==> src/hdl/dwso_pkg.sv <==
package dwso_pkg;

  // Window lengths
  localparam int TOTAL_LEN = 128;
  localparam int SHORT_LEN = 16;
  localparam int LONG_LEN  = TOTAL_LEN - SHORT_LEN;

  // Field widths
  localparam int SAMPLE_W = 14;
  localparam int LIGHT_W  = 17;

  // Running sum widths, sized for a full window of maximum samples
  localparam int SAMPLE_MAX = (2 ** SAMPLE_W) - 1;
  localparam int RECENT_W   = $clog2(SHORT_LEN * SAMPLE_MAX + 1);
  localparam int OLDER_W    = $clog2(LONG_LEN * SAMPLE_MAX + 1);

  // Ratio test 200*recent*LONG_LEN > 201*older*SHORT_LEN
  localparam int LHS_K   = 200 * LONG_LEN;
  localparam int RHS_K   = 201 * SHORT_LEN;
  localparam int LHS_W   = RECENT_W + $clog2(LHS_K + 1);
  localparam int RHS_W   = OLDER_W + $clog2(RHS_K + 1);
  localparam int PROD_W  = (LHS_W > RHS_W) ? LHS_W : RHS_W;

  typedef logic [SAMPLE_W-1:0] sample_t;
  typedef logic [LIGHT_W-1:0]  light_t;
  typedef logic [RECENT_W-1:0] recent_t;
  typedef logic [OLDER_W-1:0]  older_t;
  typedef logic [PROD_W-1:0]   prod_t;

  // Window sums handed from the window to the decision logic
  typedef struct packed {
    recent_t recent;
    older_t  older;
  } win_sums_t;

endpackage

==> src/hdl/dwso_ifs.sv <==
interface dwso_in_if
  import dwso_pkg::*;
();
  logic    valid;
  logic    ready;
  sample_t sample;
  light_t  light_level;

  modport source (output valid, output sample, output light_level, input ready);
  modport sink   (input valid, input sample, input light_level, output ready);
endinterface

interface dwso_out_if;
  logic valid;
  logic ready;
  logic onset;

  modport source (output valid, output onset, input ready);
  modport sink   (input valid, input onset, output ready);
endinterface

interface dwso_cfg_if
  import dwso_pkg::*;
();
  logic   valid;
  logic   ready;
  light_t light_threshold;

  modport source (output valid, output light_threshold, input ready);
  modport sink   (input valid, input light_threshold, output ready);
endinterface

==> src/hdl/dual_window_sound_onset_detector.sv <==
// Throughput: one item per cycle; input ready depends only on the pipeline stages being free.
// Stages: input register, window update register, result register.
// Reset: the sample window clears to zeros, both sums to zero, light_threshold to 0
// (no onset until a threshold is written); no reset pass, items are taken at once.
module dual_window_sound_onset_detector
  import dwso_pkg::*;
(
  input  logic clk_i,
  input  logic rst_ni,
  dwso_in_if.sink    in_i,
  dwso_out_if.source out_o,
  dwso_cfg_if.sink   cfg_i
);

  light_t    thresh_q;
  logic      v1_q, v2_q, v3_q;
  sample_t   sample1_q;
  light_t    light1_q;
  logic      dark2_q;
  logic      onset3_q;
  logic      rdy1, rdy2, rdy3;
  logic      adv12, adv23;
  win_sums_t sums;
  logic      hit;

  // Configuration register, always ready
  assign cfg_i.ready = 1'b1;

  always_ff @(posedge clk_i or negedge rst_ni) begin
    if (!rst_ni) begin
      thresh_q <= '0;
    end else if (cfg_i.valid) begin
      thresh_q <= cfg_i.light_threshold;
    end
  end

  // Stage readiness: a stage takes a new item when empty or when it drains
  assign rdy3  = !v3_q || out_o.ready;
  assign rdy2  = !v2_q || rdy3;
  assign rdy1  = !v1_q || rdy2;
  assign adv12 = v1_q && rdy2;
  assign adv23 = v2_q && rdy3;

  assign in_i.ready = rdy1;

  // Stage valid bits
  always_ff @(posedge clk_i or negedge rst_ni) begin
    if (!rst_ni) begin
      v1_q <= 1'b0;
      v2_q <= 1'b0;
      v3_q <= 1'b0;
    end else begin
      if (rdy1) begin
        v1_q <= in_i.valid;
      end
      if (rdy2) begin
        v2_q <= v1_q;
      end
      if (rdy3) begin
        v3_q <= v2_q;
      end
    end
  end

  // Hold the input transfer
  always_ff @(posedge clk_i) begin
    if (in_i.valid && rdy1) begin
      sample1_q <= in_i.sample;
      light1_q  <= in_i.light_level;
    end
  end

  // Capture the light test alongside the window update
  always_ff @(posedge clk_i) begin
    if (adv12) begin
      dark2_q <= (light1_q < thresh_q);
    end
  end

  dwso_window u_window (
    .clk_i    (clk_i),
    .rst_ni   (rst_ni),
    .adv_i    (adv12),
    .sample_i (sample1_q),
    .sums_o   (sums)
  );

  dwso_decide u_decide (
    .sums_i  (sums),
    .dark_i  (dark2_q),
    .onset_o (hit)
  );

  // Result register
  always_ff @(posedge clk_i) begin
    if (adv23) begin
      onset3_q <= hit;
    end
  end

  assign out_o.valid = v3_q;
  assign out_o.onset = onset3_q;

endmodule

==> src/hdl/dwso_window.sv <==
module dwso_window
  import dwso_pkg::*;
(
  input  logic      clk_i,
  input  logic      rst_ni,
  input  logic      adv_i,
  input  sample_t   sample_i,
  output win_sums_t sums_o
);

  sample_t taps_q [TOTAL_LEN];
  recent_t recent_q, recent_d;
  older_t  older_q, older_d;
  sample_t handed;
  sample_t oldest;

  // The sample leaving the short window and the one dropping off the long window
  assign handed = taps_q[SHORT_LEN-1];
  assign oldest = taps_q[TOTAL_LEN-1];

  // Move the handed sample from the short sum to the long sum, drop the oldest
  assign recent_d = recent_q + RECENT_W'(sample_i) - RECENT_W'(handed);
  assign older_d  = older_q + OLDER_W'(handed) - OLDER_W'(oldest);

  // Shift line of past samples, cleared to zeros on reset
  always_ff @(posedge clk_i or negedge rst_ni) begin
    if (!rst_ni) begin
      for (int i = 0; i < TOTAL_LEN; i++) begin
        taps_q[i] <= '0;
      end
      recent_q <= '0;
      older_q  <= '0;
    end else if (adv_i) begin
      taps_q[0] <= sample_i;
      for (int i = 1; i < TOTAL_LEN; i++) begin
        taps_q[i] <= taps_q[i-1];
      end
      recent_q <= recent_d;
      older_q  <= older_d;
    end
  end

  assign sums_o.recent = recent_q;
  assign sums_o.older  = older_q;

endmodule

==> src/hdl/dwso_decide.sv <==
module dwso_decide
  import dwso_pkg::*;
(
  input  win_sums_t sums_i,
  input  logic      dark_i,
  output logic      onset_o
);

  prod_t lhs;
  prod_t rhs;

  // Compare scaled means without division
  assign lhs = PROD_W'(sums_i.recent) * PROD_W'(LHS_K);
  assign rhs = PROD_W'(sums_i.older) * PROD_W'(RHS_K);

  assign onset_o = (lhs > rhs) && dark_i;

endmodule

==> src/flat_wrapper.sv <==
// flat-port wrapper written by rule: the top's interface ports become plain ports
module dual_window_sound_onset_detector_flat import dwso_pkg::*;
  (clk_i, rst_ni, in_i_valid, in_i_sample, in_i_light_level, in_i_ready, out_o_valid, out_o_onset, out_o_ready, cfg_i_valid, cfg_i_light_threshold, cfg_i_ready);
  dwso_in_if in_i_i ();
  dwso_out_if out_o_i ();
  dwso_cfg_if cfg_i_i ();
  input  logic clk_i;
  input  logic rst_ni;
  input wire logic [$bits(in_i_i.valid)-1:0] in_i_valid;
  input wire logic [$bits(in_i_i.sample)-1:0] in_i_sample;
  input wire logic [$bits(in_i_i.light_level)-1:0] in_i_light_level;
  output wire logic [$bits(in_i_i.ready)-1:0] in_i_ready;
  output wire logic [$bits(out_o_i.valid)-1:0] out_o_valid;
  output wire logic [$bits(out_o_i.onset)-1:0] out_o_onset;
  input wire logic [$bits(out_o_i.ready)-1:0] out_o_ready;
  input wire logic [$bits(cfg_i_i.valid)-1:0] cfg_i_valid;
  input wire logic [$bits(cfg_i_i.light_threshold)-1:0] cfg_i_light_threshold;
  output wire logic [$bits(cfg_i_i.ready)-1:0] cfg_i_ready;
  assign in_i_i.valid = in_i_valid;
  assign in_i_i.sample = in_i_sample;
  assign in_i_i.light_level = in_i_light_level;
  assign in_i_ready = in_i_i.ready;
  assign out_o_valid = out_o_i.valid;
  assign out_o_onset = out_o_i.onset;
  assign out_o_i.ready = out_o_ready;
  assign cfg_i_i.valid = cfg_i_valid;
  assign cfg_i_i.light_threshold = cfg_i_light_threshold;
  assign cfg_i_ready = cfg_i_i.ready;
  dual_window_sound_onset_detector u_core (.clk_i(clk_i), .rst_ni(rst_ni), .in_i(in_i_i), .out_o(out_o_i), .cfg_i(cfg_i_i));
endmodule
==> config.mk <==
export PLATFORM = sky130hd
export DESIGN_NAME = dual_window_sound_onset_detector_flat
export DESIGN_NICKNAME = d
export VERILOG_FILES = /design/src/hdl/dwso_pkg.sv /design/src/hdl/dwso_ifs.sv /design/src/hdl/dual_window_sound_onset_detector.sv /design/src/hdl/dwso_window.sv /design/src/hdl/dwso_decide.sv /design/src/flat_wrapper.sv
export SDC_FILE = /design/constraint.sdc
export NUM_CORES = 2
export LEC_CHECK = 0
export BUFFER_PORTS_ARGS = -buffer_cell sky130_fd_sc_hd__buf_4
export CAP_MARGIN = 10
export CORE_MARGIN = 3
export CORE_UTILIZATION = 53
export DETAILED_ROUTE_END_ITERATION = 10
export GPL_ROUTABILITY_DRIVEN = 0
export PLACE_DENSITY = 0.76
export SETUP_SLACK_MARGIN = 0.3
export SLEW_MARGIN = 20
export SYNTH_ARGS = -nofsm -noshare
export SYNTH_HDL_FRONTEND = slang
export SYNTH_SLANG_ARGS = --single-unit
export TNS_END_PERCENT = 20
==> constraint.sdc <==
create_clock -name clk_i -period 5.1 [get_ports clk_i]
set_input_delay 1.02 -clock clk_i [delete_from_list [all_inputs] [get_ports clk_i]]
set_output_delay 1.02 -clock clk_i [all_outputs]
set_load 0.01 [all_outputs]
Word level (Yosys, flattened, before mapping). Cells that the tools add are included.

Flip-flop bits (word level): 1884.

Reductions and logical operators: 10. Order comparisons: 2. Add/sub/neg operators: 4. Multipliers: 2.

Operators by type and width (number): $gt 33x33->1 (1); $mul 21x8->29 const B (1); $mul 18x8->26 const B (1); $add 21x14->21 (1); $sub 21x14->21 (1); $add 18x14->18 (1); $sub 18x14->18 (1); $lt 17x17->1 (1); $logic_and 1x1->1 (4); $logic_not 1->1 (3); $logic_or 1x1->1 (3).

Depth between registers and ports, before layout.
Word-level depth: 5. Gate-level depth with buffers: 25. Depth with buffers taken out: 24.

Hierarchy. From an unflattened synthesis, not the netlist that was laid out.

Cell total of the unflattened synthesis: 5195. Area, all modules: 78756.8 µm².

By module, submodules not included: dwso_window (times used 1, cells each 4298, area an instance 69930.8 µm²); dwso_decide (times used 1, cells each 738, area an instance 6690.2 µm²); dual_window_sound_onset_detector (times used 1, cells each 159, area an instance 2135.8 µm²).

Worst setup path after synthesis. No wires, ideal clock.

Path kind: register -> register. Start point: register u_core.u_window.recent_q[3]. End point: register u_core.onset3_q, in the netlist u_core.out_o.onset (data pin). Setup time: 0.261 ns. Period minus slack after synthesis: 5.264 ns. Arrival: 5.004 ns. Stages on the path, launching flop included: 22. Path buffers: 1. Slack: -0.164 ns. Cells stage by stage: dfrtp_1 > ha_1 > inv_1 > fa_1 > inv_1 > fa_1 > inv_1 > fa_1 > inv_1 > ha_1 > clkbuf_1 > nand2_1 > o21ai_0 > a211oi_1 > o21ai_1 > nand4_1 > a41oi_1 > xor2_1 > ha_1 > nand4_1 > or2_2 > o311a_1.

Word-level cells in the longest chain between the ends: 3.

RTL lines: start, declared (RTL line dwso_window.sv:12) `recent_t recent_q, recent_d;`; start signal, assigned (RTL line dwso_window.sv:38) `recent_q <= recent_d;`; $mul 18x8->26 (RTL line dwso_decide.sv:13) `assign lhs = PROD_W'(sums_i.recent) * PROD_W'(LHS_K);`; $gt 33x33->1 (RTL line dwso_decide.sv:16) `assign onset_o = (lhs > rhs) && dark_i;`; $logic_and 1x1->1 (RTL line dwso_decide.sv:16); via u_core.hit (RTL line dual_window_sound_onset_detector.sv:24) `logic hit;`; end signal, assigned (RTL line dual_window_sound_onset_detector.sv:97) `onset3_q <= hit;`; end, declared (RTL line dual_window_sound_onset_detector.sv:20) `logic onset3_q;`.

The timed path passes the listed nets, and every way through them passes these cells. A chain may end at the register's enable or synchronous reset.

Final worst setup path. Same ends and word-level chain as after synthesis.

==> impl_metrics.yaml <==
detailed_routing:
  vias_per_cell: 5.01
  routed_wl_mm: 145
  wire_per_inst_um: 13.2
  initialDrtViolationCount: 4440
  final_antenna_net_count: 0
  dr_total_vias: 55086
  dr.pass1.iters: 8
  drcViolationCount: 0
worst_setup_path:
  setup.worst_path.end_class: "flip-flop"
  cp.required_ns: 5.66
  worst-path-buf-inv: 5
  worstPathCellList: "buf_4 -> ha_1 -> fa_1 -> fa_1 -> inv_1 -> fa_1 -> inv_1 -> ha_4 -> nand3_4 -> nor2_4 -> o21ai_2 -> buf_4 -> o211a_1 -> buf_6 -> o21ai_1 -> a21oi_1 -> xnor2_1 -> ha_1 -> nand4_1 -> or2_4 -> o311a_1"
  critPathMaxStageDelay_ns: 0.55
  r2r-start: "u_core.u_window.recent_q[3]$_DFFE_PN0P_"
  ff2ff_path_depth: 21
  cp_common_cell: "fa_1"
  start_kind: "flip-flop"
  crit_fanout: 3
  critical_path.slowest_cell: "fa_1"
  rr_endpoint: "u_core.out_o.onset$_DFFE_PP_"
  setup.worst_path.start: "u_core.u_window.recent_q[3]$_DFFE_PN0P_"
  regToRegSetupSlack_ns: -0.19
  cp_top_family: "adder cells"
  arrival_ns: 5.85
  crit_type: "flip-flop to flip-flop"
clock_tree:
  clk_pin_slew_ns: 0.07
  cts.sinks: 1884
  cts_tree: "done"
  clock_latency_ns: 0.81
  ctsHoldBuffers: 0
  root_buffer: "clkbuf_16"
  cts_buffers: 184
  htree_levels: 4
  cts_buffer_depth: 3
grt:
  top_usage_layer: "met2"
  grtUsageMet3: 0.0315
  grt_max_degree: 246
  met1_usage: 0.274
  track_usage: 0.194
  antenna_found_initial: 1
  grt_pass1_wl_mm: 256
  grt_pass1_vias: 54333
  gr-usage-met2: 0.315
  overflow: 0
min_path:
  hold_class: "input pin to asynchronous set/reset pin"
sta:
  fin_setup_tns_ns: -0.190
  fin_ws_ns: -0.190
  max_freq_ghz: 0.189
  finalSetupViolCount: 1
  slew_viol_final: 0
  fin_worst_skew_ns: 0.0606
  hold_viol: 0
  period_minus_slack_ns: 5.29
  slew_headroom: 0.286
  period_share: 1.04
  tightest_slew_ns: 1.07
  rsz0062_at_grt: "true"
layout:
  num-fill-cells: 11896
  drive_gt1_frac: 0.0701
  num_antenna_cells: 0
  syn2layout_area_growth_pct: 12.6
  num-nets-final: 9338
synth:
  async_flop_share: 0.982
  syn_inst: 8896
  syn_avg_cell_area_um2: 8.90
  synth-warning-count: 0
  synth_edf_count: 33
  synthFlopType: "dfrtp_1"
  synth.distinct_cells: 72
  ys_seq_area_frac: 0.597
  syn_nets: 9309
  ys_ff_latch: 1884
  synth_area_um2: 79200
outcome:
  violations: "negative setup slack"
  status: "complete, but fails checks"
die:
  core_area_um2: 148000
  rows: 141
  start_util: 0.535
  die_w_um: 393
  dieHeight_um: 393
  die_area_um2: 154000
  io_pins: 57
place:
  portBuffers: 55
  dp_hpwl_mm: 86.0
flow_run:
  drv_cap: 0
## cells in the mapped netlist (all sizes together), types with 10 or more instances
| library cell | instances | area, um^2 |
|---|---|---|
| buf | 49 | 190 |
| a21o | 43 | 323 |
| nand4 | 12 | 75.1 |
| nand2 | 5386 | 20200 |
| clkbuf | 367 | 1410 |
| nand3 | 15 | 75.1 |
| xor2 | 28 | 245 |
| inv | 281 | 1050 |
| o21bai | 10 | 75.1 |
| dfrtp | 1851 | 46300 |
| nor2b | 11 | 68.8 |
| ha | 240 | 3000 |
| fa | 120 | 2400 |
| a211oi | 13 | 97.6 |
| o21ai | 135 | 676 |
| o21a | 12 | 90.1 |
| nor2 | 48 | 180 |
| xnor2 | 36 | 315 |
| edfxtp | 33 | 991 |
| nand2b | 17 | 106 |
| a21oi | 74 | 370 |
## worst register-to-register path: stages, from the launching register on
cell and delay [ns]:
dfrtp_2 0.41, buf_4 0.14, ha_1 0.30, fa_1 0.47, fa_1 0.53, inv_1 0.07
fa_1 0.55, inv_1 0.08, ha_4 0.29, nand3_4 0.10, nor2_4 0.11, o21ai_2 0.08
buf_4 0.15, o211a_1 0.26, buf_6 0.14, o21ai_1 0.16, a21oi_1 0.10, xnor2_1 0.13
ha_1 0.32, nand4_1 0.13, or2_4 0.25, o311a_1 0.29
## cells in the final DEF, fill, tap and decap left out, types with 6 or more instances in the layout
cell type	n
a211o_1	7
a211oi_1	12
a21o_1	43
a21oi_1	65
a21oi_2	9
a31oi_1	7
buf_12	34
buf_4	221
bufinv_16	12
clkbuf_1	39
clkbuf_16	186
clkbuf_8	35
clkinv_16	10
clkinv_2	36
clkinvlp_4	7
dfrtp_1	1838
dfrtp_2	13
edfxtp_1	33
fa_1	119
ha_1	214
ha_4	23
inv_1	275
nand2_1	5385
nand2b_1	17
nand3_1	13
nand4_1	12
nor2_1	46
nor2b_1	11
nor3_1	9
o21a_1	12
o21ai_0	127
o21ai_1	6
o21bai_1	9
o31ai_1	6
xnor2_1	36
xor2_1	28
## routing by layer
metal,vias to the layer above,share of wire
met3,238,0.033
met1,26931,0.46
met5,-,0
li1,27188,-
met2,729,0.48
met4,0,0.024
## how the worst max path moves through the flow
| stage | end | slack [ns] | cells past startpoint |
|---|---|---|---|
| floorplan | u_core.out_o.onset$_DFFE_PP_ | 0.18 | 21 |
| global route | u_core.out_o.onset$_DFFE_PP_ | -0.41 | 22 |
| finish | u_core.out_o.onset$_DFFE_PP_ | -0.19 | 21 |
| CTS | u_core.out_o.onset$_DFFE_PP_ | -0.07 | 23 |
| detailed placement | u_core.out_o.onset$_DFFE_PP_ | -0.35 | 20 |
| global placement | u_core.out_o.onset$_DFFE_PP_ | -0.19 | 21 |
## what timing repair did
item,4_1_cts,5_1_grt
setup buffers,16,0
pin swaps,36,2
gates resized for setup,48,5
endpoints found under the hold margin,0,0
gates cloned,0,0
setup endpoints to repair,1,1
## area by class of cell
| class | count | area [um^2] | share of cell area |
|---|---|---|---|
| Sequential cell | 1884 | 47300 | 0.531 |
| Multi-Input combinational cell | 6315 | 29700 | 0.333 |
| Clock buffer | 260 | 5280 | 0.0592 |
| Tap cell | 1930 | 2410 | 0.0271 |
| Timing Repair Buffer | 259 | 2400 | 0.0269 |
| Inverter | 281 | 1060 | 0.0119 |
| Clock inverter | 71 | 967 | 0.0108 |
## state kept, by name, indices dropped and copies added (netlist names), 14 cells and up
name                      flops
u_core.sample1_q             14
u_core.u_window.oldest       14
u_core.u_window.older_q      21
u_core.u_window.recent_q     18
u_core.thresh_q              17
u_core.u_window.handed       14
u_core.light1_q              17
u_core.u_window.taps_q     1764
## per-stage QoR
step	hold slack (ns)	util	cell area (um^2)	std cells	setup slack [ns]
2_1_floorplan	0.439	-	79400	8896	0.184
3_5_place_dp	0.446	0.557	82500	10653	-0.351
3_3_place_gp	0.445	0.557	82500	10653	-0.193
6_report	0.247	0.603	89200	11000	-0.190
4_1_cts	0.230	0.602	89200	11000	-0.0666
5_1_grt	0.253	0.603	89200	11000	-0.408
## cell families after synthesis
logic type               synth area share
AO/OA/AOI/OAI                      0.0286
XOR/XNOR                          0.00708
adder cells (fa/ha/maj)            0.0682
buffers and inverters              0.0335
flip-flops                          0.597
multiplexers                     0.000521
other                           0.0000473
AND/OR/NAND/NOR                     0.265
Power is left out: the tool's default activity adds up to more than one toggle a clock period on the data nets, which glitch-free logic cannot reach.
